<file path="config.mk">
export PLATFORM = sky130hd
export DESIGN_NAME = lru_replacement_list_top
export DESIGN_NICKNAME = d
export VERILOG_FILES = /design/src/sv/lru_pkg.sv /design/src/sv/lru_cell.sv /design/src/sv/lru_replacement_list_top.sv
export VERILOG_INCLUDE_DIRS = /design/src /design/src/sv
export SDC_FILE = /design/constraint.sdc
export NUM_CORES = 2
export LEC_CHECK = 0
export BUFFER_PORTS_ARGS = -buffer_cell sky130_fd_sc_hd__buf_2
export CAP_MARGIN = 25
export CELL_PAD_IN_SITES_DETAIL_PLACEMENT = 1
export CELL_PAD_IN_SITES_GLOBAL_PLACEMENT = 2
export CORE_UTILIZATION = 42
export CTS_CLUSTER_DIAMETER = 100
export CTS_CLUSTER_SIZE = 30
export DETAILED_ROUTE_END_ITERATION = 8
export PLACE_DENSITY = 0.87
export SYNTH_ARGS = -nofsm -noshare
export SYNTH_HDL_FRONTEND = slang
export SYNTH_SLANG_ARGS = --single-unit
</file>
<file path="constraint.sdc">
create_clock -name clock -period 5 [get_ports clock]
set_input_delay 1 -clock clock [delete_from_list [all_inputs] [get_ports clock]]
set_output_delay 1 -clock clock [all_outputs]
set_load 0.03 [all_outputs]
</file>
<file path="src/sv/lru_replacement_list_top_defines.svh">
// Assertion macros shared by the LRU replacement list RTL.
// Included by the files that carry concurrent checks; no other dependencies.
`ifndef LRU_REPLACEMENT_LIST_TOP_DEFINES_SVH
`define LRU_REPLACEMENT_LIST_TOP_DEFINES_SVH
`ifndef ASSERT_OFF
// clocked check, masked while reset is high
`define LRU_ASSERT(label, clk, rst, prop, msg) \
   label: assert property (@(posedge clk) disable iff (rst) (prop)) else $error(msg);
// clocked check that also holds during reset
`define LRU_ASSERT_ALWAYS(label, clk, prop, msg) \
   label: assert property (@(posedge clk) (prop)) else $error(msg);
`else
`define LRU_ASSERT(label, clk, rst, prop, msg)
`define LRU_ASSERT_ALWAYS(label, clk, prop, msg)
`endif
`endif

</file>
<file path="src/sv/lru_pkg.sv">
// Package for the LRU replacement list: default sizes, cell control struct
// and controller state encoding. No dependencies.
`timescale 1ns / 1ps
`default_nettype none
package lru_pkg;
   localparam int DEF_MAX_ENTRIES = 64;
   localparam int DEF_ID_WIDTH    = 16;
   localparam int CAP_W           = 7;
   localparam logic [CAP_W-1:0] CAP_RESET = 7'd64;

   // request codes
   localparam logic REQ_TOUCH  = 1'b0;
   localparam logic REQ_REMOVE = 1'b1;

   // per-cell control: occupancy, shift from upper neighbor, load new id
   typedef struct packed {
      logic live;
      logic shift;
      logic load;
   } cell_ctl_type;

   typedef enum logic [1:0] {
      ST_IDLE   = 2'b01,
      ST_UPDATE = 2'b10
   } state_type;
endpackage
`default_nettype wire

</file>
<file path="src/sv/lru_cell.sv">
// One slot of the recency chain: holds an id, compares it against the probe
// and takes its upper neighbor's id on a shift. Depends on lru_pkg.
`timescale 1ns / 1ps
`default_nettype none
module lru_cell
   import lru_pkg::*;
#(
   parameter int ID_WIDTH = DEF_ID_WIDTH
) (
   input  wire logic                clock,
   input  wire cell_ctl_type        ctl,
   input  wire logic [ID_WIDTH-1:0] probe_id,
   input  wire logic [ID_WIDTH-1:0] load_id,
   input  wire logic [ID_WIDTH-1:0] upper_id,
   output logic      [ID_WIDTH-1:0] id_out,
   output logic                     match
);
   logic [ID_WIDTH-1:0] id_ff;
   logic [ID_WIDTH-1:0] id_in;

   // next id: new entry, neighbor shift, or hold
   always_comb begin
      if (ctl.load) begin
         id_in = load_id;
      end else if (ctl.shift) begin
         id_in = upper_id;
      end else begin
         id_in = id_ff;
      end
   end

   always_ff @(posedge clock) begin
      id_ff <= id_in;
   end

   assign id_out = id_ff;
   assign match  = ctl.live && (id_ff == probe_id);
endmodule
`default_nettype wire

</file>
<file path="src/sv/lru_replacement_list_top.sv">
// LRU replacement list: an accepted beat is compared across all cells and the
// match registered; the update state then shifts/loads the cell row and
// registers the result beat once the output slot is free. A new request is
// taken only in the idle state, so a held result adds stall.
// Reset (synchronous) clears the entry count and sets capacity to 64; the
// id cells are not cleared and are read only below the entry count.
// Depends on lru_pkg, lru_cell and lru_replacement_list_top_defines.svh.
`timescale 1ns / 1ps
`default_nettype none
`include "lru_replacement_list_top_defines.svh"
module lru_replacement_list_top
   import lru_pkg::*;
#(
   parameter int MAX_ENTRIES = DEF_MAX_ENTRIES,
   parameter int ID_WIDTH    = DEF_ID_WIDTH,
   localparam int CNT_W      = $clog2(MAX_ENTRIES + 1),
   localparam int IDX_W      = $clog2(MAX_ENTRIES)
) (
   input  wire logic                clock,
   input  wire logic                reset,
   // configuration
   input  wire logic                csr_valid,
   output logic                     csr_ready,
   input  wire logic [CAP_W-1:0]    csr_active_capacity,
   // request channel
   input  wire logic                req_valid,
   output logic                     req_ready,
   input  wire logic                req_type,
   input  wire logic [ID_WIDTH-1:0] req_page_id,
   // result channel
   output logic                     rsp_valid,
   input  wire logic                rsp_ready,
   output logic                     rsp_hit,
   output logic                     rsp_evicted_valid,
   output logic      [ID_WIDTH-1:0] rsp_evicted_id,
   output logic                     rsp_oldest_valid,
   output logic      [ID_WIDTH-1:0] rsp_oldest_id,
   output logic      [CNT_W-1:0]    rsp_entry_count
);
   localparam int CMP_W = (CNT_W > CAP_W) ? CNT_W : CAP_W;

   state_type            state_ff, state_in;
   logic [CNT_W-1:0]     count_ff, count_in;
   logic [CAP_W-1:0]     cap_ff;
   logic                 req_type_ff;
   logic [ID_WIDTH-1:0]  page_id_ff;
   logic [MAX_ENTRIES-1:0] match_ff;
   logic [MAX_ENTRIES-1:0] match;
   logic                 rsp_valid_ff;
   logic                 hit_ff, ev_valid_ff;
   logic [ID_WIDTH-1:0]  ev_id_ff, oldest_id_ff;
   logic                 oldest_valid_ff;
   logic [CNT_W-1:0]     rsp_count_ff;

   logic [ID_WIDTH-1:0]  cell_id [MAX_ENTRIES];
   logic [ID_WIDTH-1:0]  upper_id [MAX_ENTRIES];
   cell_ctl_type         cell_ctl [MAX_ENTRIES];

   logic                 req_fire, update_fire;
   logic                 touch, hit, evict, unlink, append;
   logic [IDX_W-1:0]     hit_pos, upos;
   logic [CNT_W-1:0]     count_mid;
   logic [CMP_W-1:0]     cap_wide, max_wide, cap_eff;
   logic [ID_WIDTH-1:0]  oldest_next;

   // handshakes
   assign csr_ready   = 1'b1;
   assign req_ready   = (state_ff == ST_IDLE);
   assign req_fire    = req_valid && req_ready;
   assign update_fire = (state_ff == ST_UPDATE) && (!rsp_valid_ff || rsp_ready);

   // effective capacity, clamped to 1..MAX_ENTRIES
   always_comb begin
      cap_wide = CMP_W'(cap_ff);
      max_wide = CMP_W'(MAX_ENTRIES);
      if (cap_wide == '0) begin
         cap_eff = CMP_W'(1);
      end else if (cap_wide > max_wide) begin
         cap_eff = max_wide;
      end else begin
         cap_eff = cap_wide;
      end
   end

   // position of the matching cell; ids are unique so at most one cell matches
   always_comb begin
      hit_pos = '0;
      for (int i = 0; i < MAX_ENTRIES; i++) begin
         hit_pos = hit_pos | (match_ff[i] ? IDX_W'(i) : '0);
      end
   end

   // update decision
   assign touch     = (req_type_ff == REQ_TOUCH);
   assign hit       = |match_ff;
   assign evict     = touch && !hit && (count_ff != '0) && (CMP_W'(count_ff) >= cap_eff);
   assign unlink    = hit || evict;
   assign upos      = hit ? hit_pos : '0;
   assign count_mid = count_ff - CNT_W'(unlink);
   assign append    = touch && (count_mid < CNT_W'(MAX_ENTRIES));
   assign count_in  = update_fire ? (count_mid + CNT_W'(append)) : count_ff;

   // cell row
   for (genvar i = 0; i < MAX_ENTRIES; i++) begin : g_cell
      if (i + 1 < MAX_ENTRIES) begin : g_up
         assign upper_id[i] = cell_id[i + 1];
      end else begin : g_top
         assign upper_id[i] = '0;
      end

      always_comb begin
         cell_ctl[i].live  = CNT_W'(i) < count_ff;
         cell_ctl[i].shift = update_fire && unlink && (IDX_W'(i) >= upos)
                             && (CNT_W'(i + 1) < count_ff);
         cell_ctl[i].load  = update_fire && append && (CNT_W'(i) == count_mid);
      end

      lru_cell #(
         .ID_WIDTH (ID_WIDTH)
      ) u_cell (
         .clock    (clock),
         .ctl      (cell_ctl[i]),
         .probe_id (req_page_id),
         .load_id  (page_id_ff),
         .upper_id (upper_id[i]),
         .id_out   (cell_id[i]),
         .match    (match[i])
      );
   end

   // oldest id as it will stand after this update
   always_comb begin
      if (cell_ctl[0].load) begin
         oldest_next = page_id_ff;
      end else if (cell_ctl[0].shift) begin
         oldest_next = cell_id[1];
      end else begin
         oldest_next = cell_id[0];
      end
   end

   // sequencer
   always_comb begin
      state_in = state_ff;
      case (state_ff)
         ST_IDLE: begin
            if (req_fire) begin
               state_in = ST_UPDATE;
            end
         end
         ST_UPDATE: begin
            if (update_fire) begin
               state_in = ST_IDLE;
            end
         end
         default: begin
            state_in = ST_IDLE;
         end
      endcase
   end

   // control registers
   always_ff @(posedge clock) begin
      if (reset) begin
         state_ff     <= ST_IDLE;
         count_ff     <= '0;
         cap_ff       <= CAP_RESET;
         rsp_valid_ff <= 1'b0;
      end else begin
         state_ff <= state_in;
         count_ff <= count_in;
         if (csr_valid && csr_ready) begin
            cap_ff <= csr_active_capacity;
         end
         if (update_fire) begin
            rsp_valid_ff <= 1'b1;
         end else if (rsp_ready) begin
            rsp_valid_ff <= 1'b0;
         end
      end
   end

   // request capture, compare result and result beat
   always_ff @(posedge clock) begin
      if (req_fire) begin
         req_type_ff <= req_type;
         page_id_ff  <= req_page_id;
         match_ff    <= match;
      end
      if (update_fire) begin
         hit_ff          <= hit;
         ev_valid_ff     <= evict;
         ev_id_ff        <= evict ? cell_id[0] : '0;
         oldest_valid_ff <= (count_in != '0);
         oldest_id_ff    <= (count_in != '0) ? oldest_next : '0;
         rsp_count_ff    <= count_in;
      end
   end

   assign rsp_valid         = rsp_valid_ff;
   assign rsp_hit           = hit_ff;
   assign rsp_evicted_valid = ev_valid_ff;
   assign rsp_evicted_id    = ev_id_ff;
   assign rsp_oldest_valid  = oldest_valid_ff;
   assign rsp_oldest_id     = oldest_id_ff;
   assign rsp_entry_count   = rsp_count_ff;

   // checks
   `LRU_ASSERT(a_unique_match, clock, reset, (state_ff == ST_UPDATE) |-> $onehot0(match_ff), "more than one cell matched the request id")
   `LRU_ASSERT_ALWAYS(a_count_bound, clock, reset || (count_ff <= CNT_W'(MAX_ENTRIES)), "entry count above list depth")
   `LRU_ASSERT(a_rsp_count, clock, reset, update_fire |=> (rsp_valid && (rsp_entry_count == count_ff)), "result count differs from stored count")
   `LRU_ASSERT(a_hit_no_evict, clock, reset, rsp_valid |-> !(rsp_hit && rsp_evicted_valid), "eviction reported on a hit")
   `LRU_ASSERT(a_accept_update, clock, reset, req_fire |=> (state_ff == ST_UPDATE), "accepted beat did not enter the update cycle")
endmodule
`default_nettype wire
</file>
==> results.sh <==
export IMPL_status="finished, final reports clean"
export IMPL_cts_hold_buf=0
export IMPL_startpoint_type="flop"
export IMPL_finalSetupTns_ns=0
export IMPL_port_buffer_count=72
export IMPL_setup_violations=0
export IMPL_drc_errors=0
export IMPL_min_from="g_cell[0].u_cell.id_out[6]"
export IMPL_worstPathArrival_ns=5.22
export IMPL_holdPathEnd="g_cell[0].u_cell.id_out[6]"
export IMPL_vias=40686
export IMPL_drtIter0Drc=4380
export IMPL_final_setup_worst_slack_ns=0.228
export IMPL_postSynthCellCount=4582
export IMPL_insertion_delay_ns=0.71
export IMPL_rows=141
export IMPL_ant_nets=0
export IMPL_utilization_pct=47.1
export IMPL_yosysSeqAreaShare_pct=55.5
export IMPL_via_per_inst=6.12
export IMPL_period_needed_ns=4.77
export IMPL_cts_buffers=47
export IMPL_synth_cell_types=69
export IMPL_hold_class="flop to flop"
export IMPL_crit_type="flop to flop"
export IMPL_cp_end_kind="flop"
export IMPL_synth_area_sq_mm=0.0624
export IMPL_grt_pass1_vias=42601
export IMPL_timing_rr_start="count_ff[3]"
export IMPL_hpwl_um=145000
export IMPL_clock_sinks=1164
export IMPL_yosys_top_cells_area="edfxtp_1 54%, mux2_2 18%, xor2_1 11%"
export IMPL_antenna_found_initial=8
export IMPL_power_density_mw_per_mm2=247
export IMPL_nets=4731
export IMPL_dp_cells=6565
export IMPL_period_share_pct=95.4
export IMPL_h_tree_depth=2
export IMPL_synth_net_count=4622
export IMPL_routabilityCongestion=0.982
export IMPL_grt_pass1_wl_um=302000
export IMPL_stdcell_count=6645
export IMPL_post_drt_wl_per_cell_um=31.5
export IMPL_dpl_worst_slack_ns=-0.0905
export IMPL_root_buffer="clkbuf_16"
export IMPL_clock_path_buffers=3
export IMPL_yosysMostFrequentCell="edfxtp_1"
export IMPL_wl_um=209000
export IMPL_dr_pass1_iters=6
export IMPL_slew_viol_final=0
export IMPL_yosys_warnings=0
export IMPL_ir_drop_uv=270
export IMPL_ff2ff_setup_slack_ns=0.23
export IMPL_drive_above_1_share_pct=33.4
export IMPL_fin_total_pwr_mw=17.2
export IMPL_r2r_end="rsp_oldest_id[12]"
export IMPL_start_util_pct=42.3
export IMPL_grt_max_degree=65
export IMPL_async_reset_ff_share_pct=0
export IMPL_ios=74
export IMPL_fin_worst_skew_ns=0.0433
export IMPL_syn2layout_area_growth_pct=11.3
export IMPL_worstHoldPathCells=2
export IMPL_synth_edf_count=1131
export IMPL_core_area_sq_mm=0.147
export IMPL_synthFlopType="edfxtp_1"
export IMPL_synthTopCellsByCount="1131 x edfxtp_1, 987 x mux2_2, 814 x xor2_1, 257 x clkbuf_1, 246 x nor4_1"
export IMPL_maxClockFrequency_mhz=210
export IMPL_p_leak_nw=21.1
export IMPL_critPathMaxFanout=9
export IMPL_final_fill_count=14710
export IMPL_grt_usage_pct=27.2
export IMPL_design_die_area_sq_mm=0.150
export IMPL_worst_slew_pin_slew_ns=1.13
export IMPL_multiInputGateArea_sq_mm=0.0266
export IMPL_hold_viol=0
export IMPL_synth_top_cell_by_area="edfxtp_1"
export IMPL_cts_tree="yes"
export IMPL_netlist_area_leader_share_pct=54.5
export IMPL_die_y_um=387
export IMPL_avgSynthCellArea_sq_um=13.6
export IMPL_clk_pin_slew_ns=0.12
export IMPL_cp_data_required_time_ns=5.45
export IMPL_drv_cap=0
export IMPL_rr_worst_depth=23
export IMPL_seq_area_sq_mm=0.0346
export IMPL_synth_seq_cells=1164
export IMPL_fp_dieW_um=387
export IMPL_overflow=0
export IMPL_slew_headroom_pct=24.6
==> how the worst max path moves through the flow <==
stage,startpoint,endpoint,slack (ns)
after floorplan,cap_ff[6],rsp_oldest_id[15],0.02
after global placement,cap_ff[1],rsp_oldest_id[5],0.03
after detailed placement,cap_ff[6],rsp_oldest_id[12],-0.09
after CTS,cap_ff[6],rsp_oldest_id[12],0.0008
after global routing,cap_ff[1],rsp_oldest_id[12],-0.001
final,count_ff[3],rsp_oldest_id[12],0.23
==> logic make-up after synthesis <==
kind of cell | Yosys count | synth area share, %
muxes | 999 | 18.0
AOI/OAI and AO/OA | 201 | 2.02
adders and majority gates | 11 | 0.221
xor gates and xnor gates | 1031 | 14.5
other | 1 | 0.00601
DFF | 1164 | 55.5
and+or+nand+nor | 810 | 7.34
buffers and inverters | 365 | 2.39
==> power by group <==
group	switching, mW	internal [mW]
Clock	3.19	1.85
Sequential	0.0571	10.6
Combinational	1.08	0.413
Total	4.32	12.8
==> through the flow <==
stage / hold WS [ns] / area (sq um)
3_3_place_gp: 0.486 / 67800
4_1_cts: 0.544 / 69200
3_5_place_dp: 0.511 / 67800
2_1_floorplan: 0.461 / 62400
6_report: 0.544 / 69400
5_1_grt: 0.565 / 69400
==> worst max-delay path: stages, from the launching register on <==
cell      delay [ns]
dfxtp_1         0.43
buf_4           0.26
or3_1           0.17
nor2_1          0.07
or3_1           0.40
o211a_1         0.26
inv_1           0.08
ha_2            0.20
ha_1            0.17
nand2b_1        0.11
o21a_1          0.20
or2_2           0.32
nor2_1          0.10
ha_2            0.21
ha_4            0.15
xnor2_1         0.14
nor3_2          0.06
xnor2_1         0.20
and3_1          0.19
nand3_1         0.13
nor4_4          0.31
buf_6           0.18
buf_12          0.14
a31oi_1         0.06
==> registers in the layout, indices dropped and copies added, names as in the netlist, 2 cells and up <==
signal	count
g_cell.u_cell.id_out	1024
match_ff	64
page_id_ff	16
rsp_evicted_id	16
rsp_oldest_id	16
cap_ff	7
count_ff	7
rsp_entry_count	7
state_ff	2
==> per-layer routing <==
layer / vias to the layer above / routed length (um) / track usage [%]
li1: 17111 / - / -
met1: 21312 / 86200 / 37.3
met2: 1865 / 98400 / 44.5
met3: 396 / 17300 / 3.68
met4: 2 / 7530 / 9.08
met5: - / 16 / 0
==> final cells by class <==
class                   count  share of cell area, %
flip-flops and latches   1164                   49.9
inverters                  16                 0.0865
diodes                      1                0.00361
clock buffers              57                   1.75
repair buffers            409                   6.27
clock inverters            15                  0.231
multi-input cells        3053                   38.3
well taps                1930                   3.48
==> cells in the final DEF, fill, tap and decap left out, types with 15 or more instances in the layout <==
cell          n
buf_4       239
clkbuf_16    48
buf_12      109
dfxtp_1      31
nor3_1       30
o22ai_1      17
o31ai_2      17
o21ai_0      37
o21ai_1      15
xnor2_1     217
nand3_1      74
nor2_1      115
nand2_1      98
nand2_2      15
nand4_1      99
mux2_2      987
and3_1       21
a21oi_1      36
xor2_1      814
nor4_1      242
a31oi_1      25
edfxtp_1   1131
buf_2        57
and2_1       25
==> what timing repair did <==
item / in CTS / in global routing
cloned: 0 / 1
setup endpoints to repair: 17 / 128
pin swaps: 2 / 10
resized for setup: 2 / 20
hold endpoints to repair: 0 / 0
buffers inserted: 1 / 4
No activity file was read; power rests on OpenSTA's default activity.
